<file path="src/rtl/core/dbclk_pkg.sv">
package dbclk_pkg;

    localparam int TIME_W = 32;
    localparam int CFG_W  = 16;

    localparam logic [CFG_W-1:0] DEBOUNCE_RESET = 16'd30;
    localparam logic [CFG_W-1:0] WINDOW_RESET   = 16'd450;

    typedef enum logic {
        CFG_DEBOUNCE = 1'b0,
        CFG_WINDOW   = 1'b1
    } t_cfg_index;

    typedef enum logic [1:0] {
        MODE_NONE   = 2'd0,
        MODE_SINGLE = 2'd1,
        MODE_DOUBLE = 2'd2
    } t_mode;

endpackage

</file>
<file path="src/rtl/core/debounced_single_double_click_selector_unit.sv">
// Button poll processor: each input transaction is one poll with a millisecond
// timestamp; the raw level is qualified after it holds for the debounce time,
// presses select mode one (single click, after the double-click window) or mode
// two (second click), and a press while a mode runs raises an exit request.
// One transaction is accepted per clock cycle while the output side takes
// results; a stalled output holds new polls once the input register is full.
// The poll lands in an input register, the state update is a single pass of
// compare logic into the result register, and the result register lets the
// next poll enter while a result is still waiting on the output side.
// Configuration writes take effect at the next clock edge.
module debounced_single_double_click_selector_unit (
    input  logic                          i_clk,
    input  logic                          i_rst_n,
    input  logic                          i_valid,
    output logic                          o_ready,
    input  logic [dbclk_pkg::TIME_W-1:0]  i_time_now,
    input  logic                          i_raw_pressed,
    input  logic                          i_mode_active,
    input  logic                          i_consume_exit,
    input  logic                          i_clear_selection,
    output logic                          o_valid,
    input  logic                          i_ready,
    output logic                          o_exit_taken,
    output logic                          o_exit_pending,
    output logic                          o_has_selection,
    output logic [1:0]                    o_chosen_mode,
    output logic                          o_debounced_level,
    output logic                          o_clicks_waiting,
    input  logic                          i_cfg_we,
    input  logic                          i_cfg_index,
    input  logic [dbclk_pkg::CFG_W-1:0]   i_cfg_wdata
);

    logic [dbclk_pkg::CFG_W-1:0]  r_debounce;
    logic [dbclk_pkg::CFG_W-1:0]  r_window;

    logic                         r_in_vld;
    logic [dbclk_pkg::TIME_W-1:0] r_in_time;
    logic                         r_in_raw;
    logic                         r_in_active;
    logic                         r_in_consume;
    logic                         r_in_clear;

    logic                         r_last_raw;
    logic                         r_stable;
    logic [dbclk_pkg::TIME_W-1:0] r_change_time;
    logic [dbclk_pkg::TIME_W-1:0] r_click_time;
    logic                         r_pending;
    logic                         r_selected;
    dbclk_pkg::t_mode             r_code;
    logic                         r_exit;

    logic                         n_last_raw;
    logic                         n_stable;
    logic [dbclk_pkg::TIME_W-1:0] n_change_time;
    logic [dbclk_pkg::TIME_W-1:0] n_click_time;
    logic                         n_pending;
    logic                         n_selected;
    dbclk_pkg::t_mode             n_code;
    logic                         n_exit;
    logic                         n_taken;

    logic                         r_out_vld;
    logic                         r_out_taken;
    logic                         r_out_exit;
    logic                         r_out_selected;
    dbclk_pkg::t_mode             r_out_code;
    logic                         r_out_stable;
    logic                         r_out_pending;

    logic                         advance;
    logic                         press;
    logic [dbclk_pkg::TIME_W-1:0] held_time;
    logic [dbclk_pkg::TIME_W-1:0] wait_time;

    assign advance = r_in_vld && (!r_out_vld || i_ready);
    assign o_ready = !r_in_vld || advance;

    always_ff @(posedge i_clk) begin
        if (!i_rst_n) begin
            r_debounce <= dbclk_pkg::DEBOUNCE_RESET;
            r_window   <= dbclk_pkg::WINDOW_RESET;
        end else if (i_cfg_we) begin
            unique case (dbclk_pkg::t_cfg_index'(i_cfg_index))
                dbclk_pkg::CFG_DEBOUNCE: r_debounce <= i_cfg_wdata;
                dbclk_pkg::CFG_WINDOW:   r_window   <= i_cfg_wdata;
            endcase
        end
    end

    always_ff @(posedge i_clk) begin
        if (!i_rst_n) begin
            r_in_vld <= 1'b0;
        end else if (o_ready) begin
            r_in_vld <= i_valid;
        end
    end

    always_ff @(posedge i_clk) begin
        if (o_ready && i_valid) begin
            r_in_time    <= i_time_now;
            r_in_raw     <= i_raw_pressed;
            r_in_active  <= i_mode_active;
            r_in_consume <= i_consume_exit;
            r_in_clear   <= i_clear_selection;
        end
    end

    always_comb begin
        n_taken       = r_in_consume & r_exit;
        n_exit        = r_in_consume ? 1'b0 : r_exit;
        n_selected    = r_selected;
        n_code        = r_code;
        n_pending     = r_pending;
        n_click_time  = r_click_time;
        n_stable      = r_stable;
        press         = 1'b0;
        if (r_in_clear) begin
            n_selected = 1'b0;
            n_code     = dbclk_pkg::MODE_NONE;
            n_pending  = 1'b0;
        end

        n_last_raw    = r_in_raw;
        n_change_time = (r_in_raw != r_last_raw) ? r_in_time : r_change_time;
        held_time     = r_in_time - n_change_time;
        if (held_time >= dbclk_pkg::TIME_W'(r_debounce) && r_in_raw != r_stable) begin
            n_stable = r_in_raw;
            press    = r_in_raw;
        end

        if (r_in_active) begin
            if (press) begin
                n_exit     = 1'b1;
                n_pending  = 1'b0;
                n_code     = dbclk_pkg::MODE_NONE;
                n_selected = 1'b0;
            end
        end else if (!n_selected) begin
            if (press) begin
                if (!n_pending) begin
                    n_click_time = r_in_time;
                    n_pending    = 1'b1;
                end else begin
                    n_code     = dbclk_pkg::MODE_DOUBLE;
                    n_selected = 1'b1;
                    n_pending  = 1'b0;
                end
            end
        end
        wait_time = r_in_time - n_click_time;
        if (!r_in_active && !n_selected && n_pending
                && wait_time >= dbclk_pkg::TIME_W'(r_window)) begin
            n_code     = dbclk_pkg::MODE_SINGLE;
            n_selected = 1'b1;
            n_pending  = 1'b0;
        end
    end

    always_ff @(posedge i_clk) begin
        if (!i_rst_n) begin
            r_last_raw    <= 1'b0;
            r_stable      <= 1'b0;
            r_change_time <= '0;
            r_click_time  <= '0;
            r_pending     <= 1'b0;
            r_selected    <= 1'b0;
            r_code        <= dbclk_pkg::MODE_NONE;
            r_exit        <= 1'b0;
        end else if (advance) begin
            r_last_raw    <= n_last_raw;
            r_stable      <= n_stable;
            r_change_time <= n_change_time;
            r_click_time  <= n_click_time;
            r_pending     <= n_pending;
            r_selected    <= n_selected;
            r_code        <= n_code;
            r_exit        <= n_exit;
        end
    end

    always_ff @(posedge i_clk) begin
        if (!i_rst_n) begin
            r_out_vld <= 1'b0;
        end else if (advance) begin
            r_out_vld <= 1'b1;
        end else if (i_ready) begin
            r_out_vld <= 1'b0;
        end
    end

    always_ff @(posedge i_clk) begin
        if (advance) begin
            r_out_taken    <= n_taken;
            r_out_exit     <= n_exit;
            r_out_selected <= n_selected;
            r_out_code     <= n_code;
            r_out_stable   <= n_stable;
            r_out_pending  <= n_pending;
        end
    end

    assign o_valid           = r_out_vld;
    assign o_exit_taken      = r_out_taken;
    assign o_exit_pending    = r_out_exit;
    assign o_has_selection   = r_out_selected;
    assign o_chosen_mode     = r_out_code;
    assign o_debounced_level = r_out_stable;
    assign o_clicks_waiting  = r_out_pending;

endmodule

</file>
<file path="config.mk">
export PLATFORM = sky130hd
export DESIGN_NAME = debounced_single_double_click_selector_unit
export DESIGN_NICKNAME = d
export VERILOG_FILES = /design/src/rtl/core/dbclk_pkg.sv /design/src/rtl/core/debounced_single_double_click_selector_unit.sv
export SDC_FILE = /design/constraint.sdc
export NUM_CORES = 1
export LEC_CHECK = 0
export BUFFER_PORTS_ARGS = -buffer_cell sky130_fd_sc_hd__buf_2
export CORE_MARGIN = 4
export CORE_UTILIZATION = 62
export CTS_CLUSTER_SIZE = 12
export DETAILED_ROUTE_END_ITERATION = 6
export PLACE_DENSITY = 0.81
export RECOVER_POWER = 50
export SETUP_SLACK_MARGIN = 0.05
export SYNTH_ARGS = -nofsm -noshare
export SYNTH_HDL_FRONTEND = slang
export SYNTH_SLANG_ARGS = --single-unit
</file>
<file path="constraint.sdc">
create_clock -name i_clk -period 11.25 [get_ports i_clk]
set_clock_uncertainty 0.05 [all_clocks]
set_input_delay 2.25 -clock i_clk [delete_from_list [all_inputs] [get_ports i_clk]]
set_output_delay 2.25 -clock i_clk [all_outputs]
set_load 0.005 [all_outputs]
</file>
==> impl_metrics.env, run 1 <==
export IMPL_status="finished with violations"
export IMPL_violations="DRC, capacitance limit, slew limit"
export IMPL_diodes=0
export IMPL_synth_area_leaders="dfxtp_1, edfxtp_1, ha_1"
export IMPL_finalCritPeriodShare_pct=93.2
export IMPL_grt_total_usage_pct=29.4
export IMPL_cpMostUsedCell="ha_1"
export IMPL_layout_drive_gt1_share_pct=8.82
export IMPL_die_y_um=141
export IMPL_clkTransAtPathRegs_ps=70
export IMPL_fin_util_pct=69.2
export IMPL_synth_top_area_cell="dfxtp_1"
export IMPL_ys_flop_type="dfxtp_1"
export IMPL_fin_cells=1586
export IMPL_worst_ep_arrival_time_ps=10610
export IMPL_start_kind="flip-flop"
export IMPL_die_w_um=141
export IMPL_worstMarginPinSlew_ps=4150
export IMPL_critPathBufInv=0
export IMPL_async_flop_share_pct=0
export IMPL_ys_seq_elements=148
export IMPL_yosysWarnings=0
export IMPL_drv_cap=2
export IMPL_finalSetupViolCount=0
export IMPL_cts_hold_buf=0
export IMPL_grt_antenna_before_repair=0
export IMPL_start_util_pct=63.3
export IMPL_syn_area_per_cell_um2=8.29
export IMPL_synth_edf_count=43
export IMPL_detail_route_wl_per_cell_um=18.7
export IMPL_worst_setup_path_end_kind="flip-flop"
export IMPL_placedCellCount=1552
export IMPL_rows=48
export IMPL_first_iter_violations=952
export IMPL_grt_overflow=0
export IMPL_path_class="flip-flop to flip-flop"
export IMPL_drc_errors=4
export IMPL_yosysSeqAreaShare_pct=31.0
export IMPL_critPathSlowestCell="or4_1"
export IMPL_clk_latency_ps=440
export IMPL_routed_via_count=10104
export IMPL_peakVddDrop_v=0.000120
export IMPL_synth_top_cell_area_share_pct=19.2
export IMPL_nets=1495
export IMPL_synthCells=1320
export IMPL_clock_path_buffers=2
export IMPL_maxSlewHeadroom_pct=-177
export IMPL_clock_sinks=148
export IMPL_die_area_um2=19800
export IMPL_ys_types=86
export IMPL_antenna_left=0
export IMPL_cell_internal_pwr_mw=1.14
export IMPL_syn_area_um2=10900
export IMPL_port_buffers=66
export IMPL_hold_viol_final=0
export IMPL_finalPower_mw=1.73
export IMPL_fmax_ghz=0.0954
export IMPL_coreArea_um2=17300
export IMPL_io_pins=67
export IMPL_avgViaCountPerCell=6.37
export IMPL_min_path_type="flip-flop to flip-flop"
export IMPL_cp_slowest_stage_delay_ps=650
export IMPL_cts_tree="built"
export IMPL_rsz0062_at_grt="no"
export IMPL_htree_levels=4
export IMPL_seq_power_share_pct=34.8
export IMPL_postSynthNetCount=1467
export IMPL_cp_required_ps=11370
export IMPL_finalWirelength_um=29600
export IMPL_grt_max_degree=93
export IMPL_clockPowerShare_pct=35.9
export IMPL_powerDensity_nw_per_um2=145
export IMPL_dp_hpwl_um=21900
export IMPL_area_growth_pct=9.27
export IMPL_drv_slew=130
export IMPL_leakage_nw=5.13
export IMPL_tns_ps=0
export IMPL_grt_pass1_vias=9480
export IMPL_fin_hold_ws_ps=411
export IMPL_grt_first_pass_wirelength_um=47400
export IMPL_cts_buffers=17
export IMPL_swShare_pct=34.4
export IMPL_crit_family="compound AO/OA/AOI/OAI gates"
export IMPL_root_buffer="clkbuf_16"
export IMPL_place_gp_congestion=0.991
export IMPL_drtPass1Iterations=7
export IMPL_crit_path_max_fanout=16
export IMPL_period_minus_slack_ps=10490
export IMPL_combinationalPowerShare_pct=29.2
export IMPL_p_sw_uw=595
[metrics by stage]
step,instance area [um2],setup slack (ps)
detailed placement,11300,543
finish,12000,764
CTS,11900,504
global route,12000,103
floorplan,10900,1070
global placement,11300,866
[power groups by stage]
stage               logic (mW)  registers, mW  clock network [mW]
global route             0.556          0.606               0.650
CTS                      0.493          0.602               0.625
floorplan                0.379          0.602                   0
detailed placement       0.488          0.613                   0
finish                   0.506          0.603               0.623
global placement         0.482          0.612                   0
[path summary, 6_finish.rpt]
check	end	cells after the start	slack [ps]	from
worst min register to register	r_window[2]	2	410	r_window[2]
worst max register to register	o_has_selection	41	760	n_last_raw
worst max-delay path	o_has_selection	41	760	n_last_raw
worst min-delay path	r_window[2]	2	410	r_window[2]
[per-layer routing]
layer | part of all wire [%] | vias up | routed length, um | global-route usage [%]
met5 | 0 | - | 0 | 0
met3 | 6.8 | 83 | 2030 | 5.36
met2 | 46 | 399 | 13700 | 49.4
met1 | 44 | 4771 | 12900 | 38.2
met4 | 3.1 | 0 | 925 | 9.89
li1 | - | 4851 | - | -
[tightest hold or removal path: cells and delay by family, from the launching register on]
family | cells | cell delay (ps)
flip-flops | 1 | 310
AND/OR/NAND/NOR | 1 | 50
AO/OA/AOI/OAI | 1 | 50
[registers in the layout, summed over array words and instances (netlist names), 2 cells and up]
name,count
r_debounce,16
r_in_time,32
r_click_time,32
r_change_time,32
r_window,16
o_chosen_mode,2
r_code,2
[cell usage in the layout (no fill, tap or decap), types with 16 or more instances in the layout]
master | netlist | layout
nand2_1 | 169 | 169
a21oi_1 | 137 | 137
edfxtp_1 | 43 | 43
a211oi_1 | 28 | 28
mux2i_1 | 87 | 87
nand4_1 | 20 | 20
nor2b_1 | 20 | 19
a21o_1 | 17 | 17
o21a_1 | 16 | 16
inv_1 | 64 | 62
nor2_1 | 115 | 115
nand3_1 | 27 | 27
dfxtp_1 | 105 | 105
clkbuf_16 | 0 | 17
o21ai_0 | 54 | 54
buf_2 | 6 | 57
nand2b_1 | 23 | 23
xnor2_1 | 29 | 28
ha_1 | 88 | 88
[synth_stat cells (5+ instances only)]
| master | count |
|---|---|
| xor2_1 | 16 |
| a21oi_1 | 137 |
| a21o_1 | 17 |
| o211ai_1 | 15 |
| or3_1 | 6 |
| a211o_1 | 9 |
| nor3_1 | 15 |
| ha_1 | 88 |
| o21a_1 | 16 |
| nor2b_1 | 20 |
| and2_1 | 13 |
| nand3_1 | 27 |
| edfxtp_1 | 43 |
| nand4_1 | 20 |
| buf_2 | 6 |
| nand2b_1 | 23 |
| o21ai_0 | 54 |
| buf_6 | 6 |
| o21ai_1 | 7 |
| a211oi_1 | 28 |
| xnor2_1 | 29 |
| inv_1 | 64 |
| o31ai_1 | 6 |
| nand2_1 | 169 |
| mux2i_1 | 87 |
| a22oi_1 | 5 |
| or4_1 | 6 |
| nor2_1 | 115 |
| a31oi_1 | 13 |
| clkbuf_1 | 47 |
| dfxtp_1 | 105 |
| and3_1 | 10 |
[kinds of logic (layout without fill, tap and decap cells)]
logic type	Yosys count	count (layout)	share of synthesized area, %
AO/OA/AOI/OAI	370	370	22.0
XOR/XNOR	45	45	3.60
adder cells (fa/ha/maj)	92	92	10.5
buffers and inverters	128	168	5.31
flip-flops	148	148	31.0
multiplexers	92	92	8.47
AND/OR/NAND/NOR	445	446	19.1
[timing repair]
action	4_1_cts	5_1_grt
setup endpoints to repair	0	8
buffers inserted	0	1
hold endpoints to repair	0	0
resized for setup	0	7
[layout make-up]
type	instances	area, um2
clock inverters	15	214
flip-flops and latches	148	3390
inverters	64	240
fillers	1446	5340
well taps	225	282
repair buffers	72	373
clock buffers	17	425
multi-input cells	1045	7030
(Power assumes the default switching activity.)
==> inputs of run 2 (changes only) <==
- PLACE_DENSITY: 0.81 -> unset
- PLACE_DENSITY_LB_ADDON: unset -> 0.15
==> run 2 against run 1 <==
The run ends with capacitance limit, slew limit left; hold slack got worse by 1.9 ps; first-iteration DRC count is 21% lower; sequential share of layout area up 0.16 points; power decreased by 3.5%; via count down 3.0%; clock power is 8.8% lower.
==> impl_metrics.env, run 2 (synthesized netlist as in run 1, its figures left out) <==
export IMPL_setup_worst_path_end="o_has_selection"
export IMPL_layout_drive_gt1_share_pct=8.96
export IMPL_final_common_cell="nand2_1"
export IMPL_die_w_um=141
export IMPL_clock_path_buffers=2
export IMPL_rsz0062_at_grt="no"
export IMPL_routed_via_count=9796
export IMPL_hold_viol_final=0
export IMPL_worstMarginPinSlew_ps=4080
export IMPL_cp_slowest_stage_delay_ps=640
export IMPL_worst_setup_path_end_kind="flip-flop"
export IMPL_rows=48
export IMPL_dp_worst_setup_slack_ps=604
export IMPL_final_setup_worst_slack_ps=701
export IMPL_placedCellCount=1552
export IMPL_seq_power_share_pct=36.1
export IMPL_first_iter_violations=752
export IMPL_maxSlewHeadroom_pct=-172
export IMPL_cts_hold_buf=0
export IMPL_grt_overflow=0
export IMPL_start_util_pct=63.3
export IMPL_status="finished with violations"
export IMPL_cts_tree="built"
export IMPL_cts_buffers=17
export IMPL_fin_cells=1586
export IMPL_drv_slew=130
export IMPL_clk_latency_ps=440
export IMPL_finalPower_mw=1.67
export IMPL_drv_cap=2
export IMPL_antenna_left=0
export IMPL_drc_errors=0
export IMPL_leakage_nw=5.11
export IMPL_grt_first_pass_wirelength_um=46500
export IMPL_rrSetupSlack_ps=700
export IMPL_wl_met2_um=13500
export IMPL_grt_antenna_before_repair=0
export IMPL_grt_total_usage_pct=28.9
export IMPL_avgViaCountPerCell=6.18
export IMPL_area_growth_pct=8.68
export IMPL_finalCritPeriodShare_pct=93.8
export IMPL_reg2reg_depth=44
export IMPL_p_sw_uw=582
export IMPL_grt_pass1_vias=9263
export IMPL_combinationalPowerShare_pct=29.9
export IMPL_placed_cell_area_um2=11300
export IMPL_die_y_um=141
export IMPL_cp_required_ps=11360
export IMPL_path_depth=44
export IMPL_coreArea_um2=17300
export IMPL_grt_max_degree=93
export IMPL_top_layer="met4"
export IMPL_powerDensity_nw_per_um2=141
export IMPL_clock_sinks=148
export IMPL_m1WireLength_um=13000
export IMPL_reg_top3="r_change_time (32), r_click_time (32), r_in_time (32)"
export IMPL_path_class="flip-flop to flip-flop"
export IMPL_finalWirelength_um=28700
export IMPL_finalSetupViolCount=0
export IMPL_min_path_type="flip-flop to flip-flop"
export IMPL_r2r_start="n_last_raw"
export IMPL_clkTransAtPathRegs_ps=70
export IMPL_clockPowerShare_pct=34.0
export IMPL_wl_met3_um=1640
export IMPL_violations="capacitance limit, slew limit"
export IMPL_htree_levels=4
export IMPL_crit_path_max_fanout=16
export IMPL_period_minus_slack_ps=10550
export IMPL_critPathBufInv=1
export IMPL_final_cell_mix="nand2_1, a21oi_1, nor2_1"
export IMPL_detail_route_wl_per_cell_um=18.1
export IMPL_tns_ps=0
export IMPL_place_gp_congestion=0.960
export IMPL_design_area_um2=11900
export IMPL_die_area_um2=19800
export IMPL_worst_ep_arrival_time_ps=10660
export IMPL_io_pins=67
export IMPL_critPathSlowestCell="or4_1"
export IMPL_cell_internal_pwr_mw=1.09
export IMPL_swShare_pct=34.8
export IMPL_crit_family="simple AND/OR/NAND/NOR gates"
export IMPL_start_kind="flip-flop"
export IMPL_fmax_ghz=0.0948
export IMPL_root_buffer="clkbuf_16"
export IMPL_diodes=0
export IMPL_min_path_cells=2
export IMPL_rr_endpoint="o_has_selection"
export IMPL_peakVddDrop_v=0.000151
export IMPL_dp_hpwl_um=21700
export IMPL_crit_start="n_last_raw"
export IMPL_nets=1495
export IMPL_drtPass1Iterations=5
export IMPL_port_buffers=66
==> run 2: cell types whose count changed in the layout (fill, tap and decap cells not counted), sizes merged <==
cell	before	now
inv	69	72
clkbuf	27	24
buf	62	65
clkinv	7	5
bufinv	3	1
clkinvlp	0	1
==> run 2: layer usage <==
layer	global-route usage (%)	up-vias
met1	38.8	4607
met3	4.88	49
met4	7.90	0
li1	-	4848
met5	0	-
met2	48.2	292
==> run 2: worst min path at each step <==
stage / startpoint / slack, ps / endpoint
after floorplan: r_debounce[10] / 390 / r_debounce[10]
after global placement: r_debounce[9] / 390 / r_debounce[9]
after detailed placement: r_window[2] / 400 / r_window[2]
after CTS: r_debounce[6] / 410 / r_debounce[6]
after global routing: r_debounce[6] / 420 / r_debounce[6]
final: r_window[2] / 410 / r_window[2]
==> run 2: what timing repair did <==
item                       in CTS  in global routing
buffers inserted                0                  1
setup endpoints to repair       0                  8
gates resized for setup         0                  7
hold endpoints to repair        0                  0
==> run 2: layout make-up <==
type                            instances  area (um2)
Sequential cell                       148        3390
Inverter                               64         240
Timing Repair Buffer                   72         368
Multi-Input combinational cell       1045        7030
Clock inverter                         15         156
Fill cell                            1467        5400
Clock buffer                           17         425
Tap cell                              225         282
==> run 2: power by group through the flow <==
stage / Sequential (mW) / Clock [mW] / Combinational, mW
after detailed placement: 0.613 / 0 / 0.485
after global placement: 0.612 / 0 / 0.481
final: 0.603 / 0.568 / 0.500
after global routing: 0.606 / 0.599 / 0.556
after floorplan: 0.602 / 0 / 0.379
after CTS: 0.602 / 0.574 / 0.489
==> run 2: per-stage QoR <==
step / hold WS (ps) / utilization [%]
floorplan: 386 / -
global placement: 394 / 65.2
detailed placement: 401 / 65.2
CTS: 411 / 68.6
global route: 423 / 68.8
finish: 409 / 68.8
==> run 2: worst min-delay path: stages, from the launching register on <==
cell     delay, ps
dfxtp_1        310
nand2_1         50
a21oi_1         50
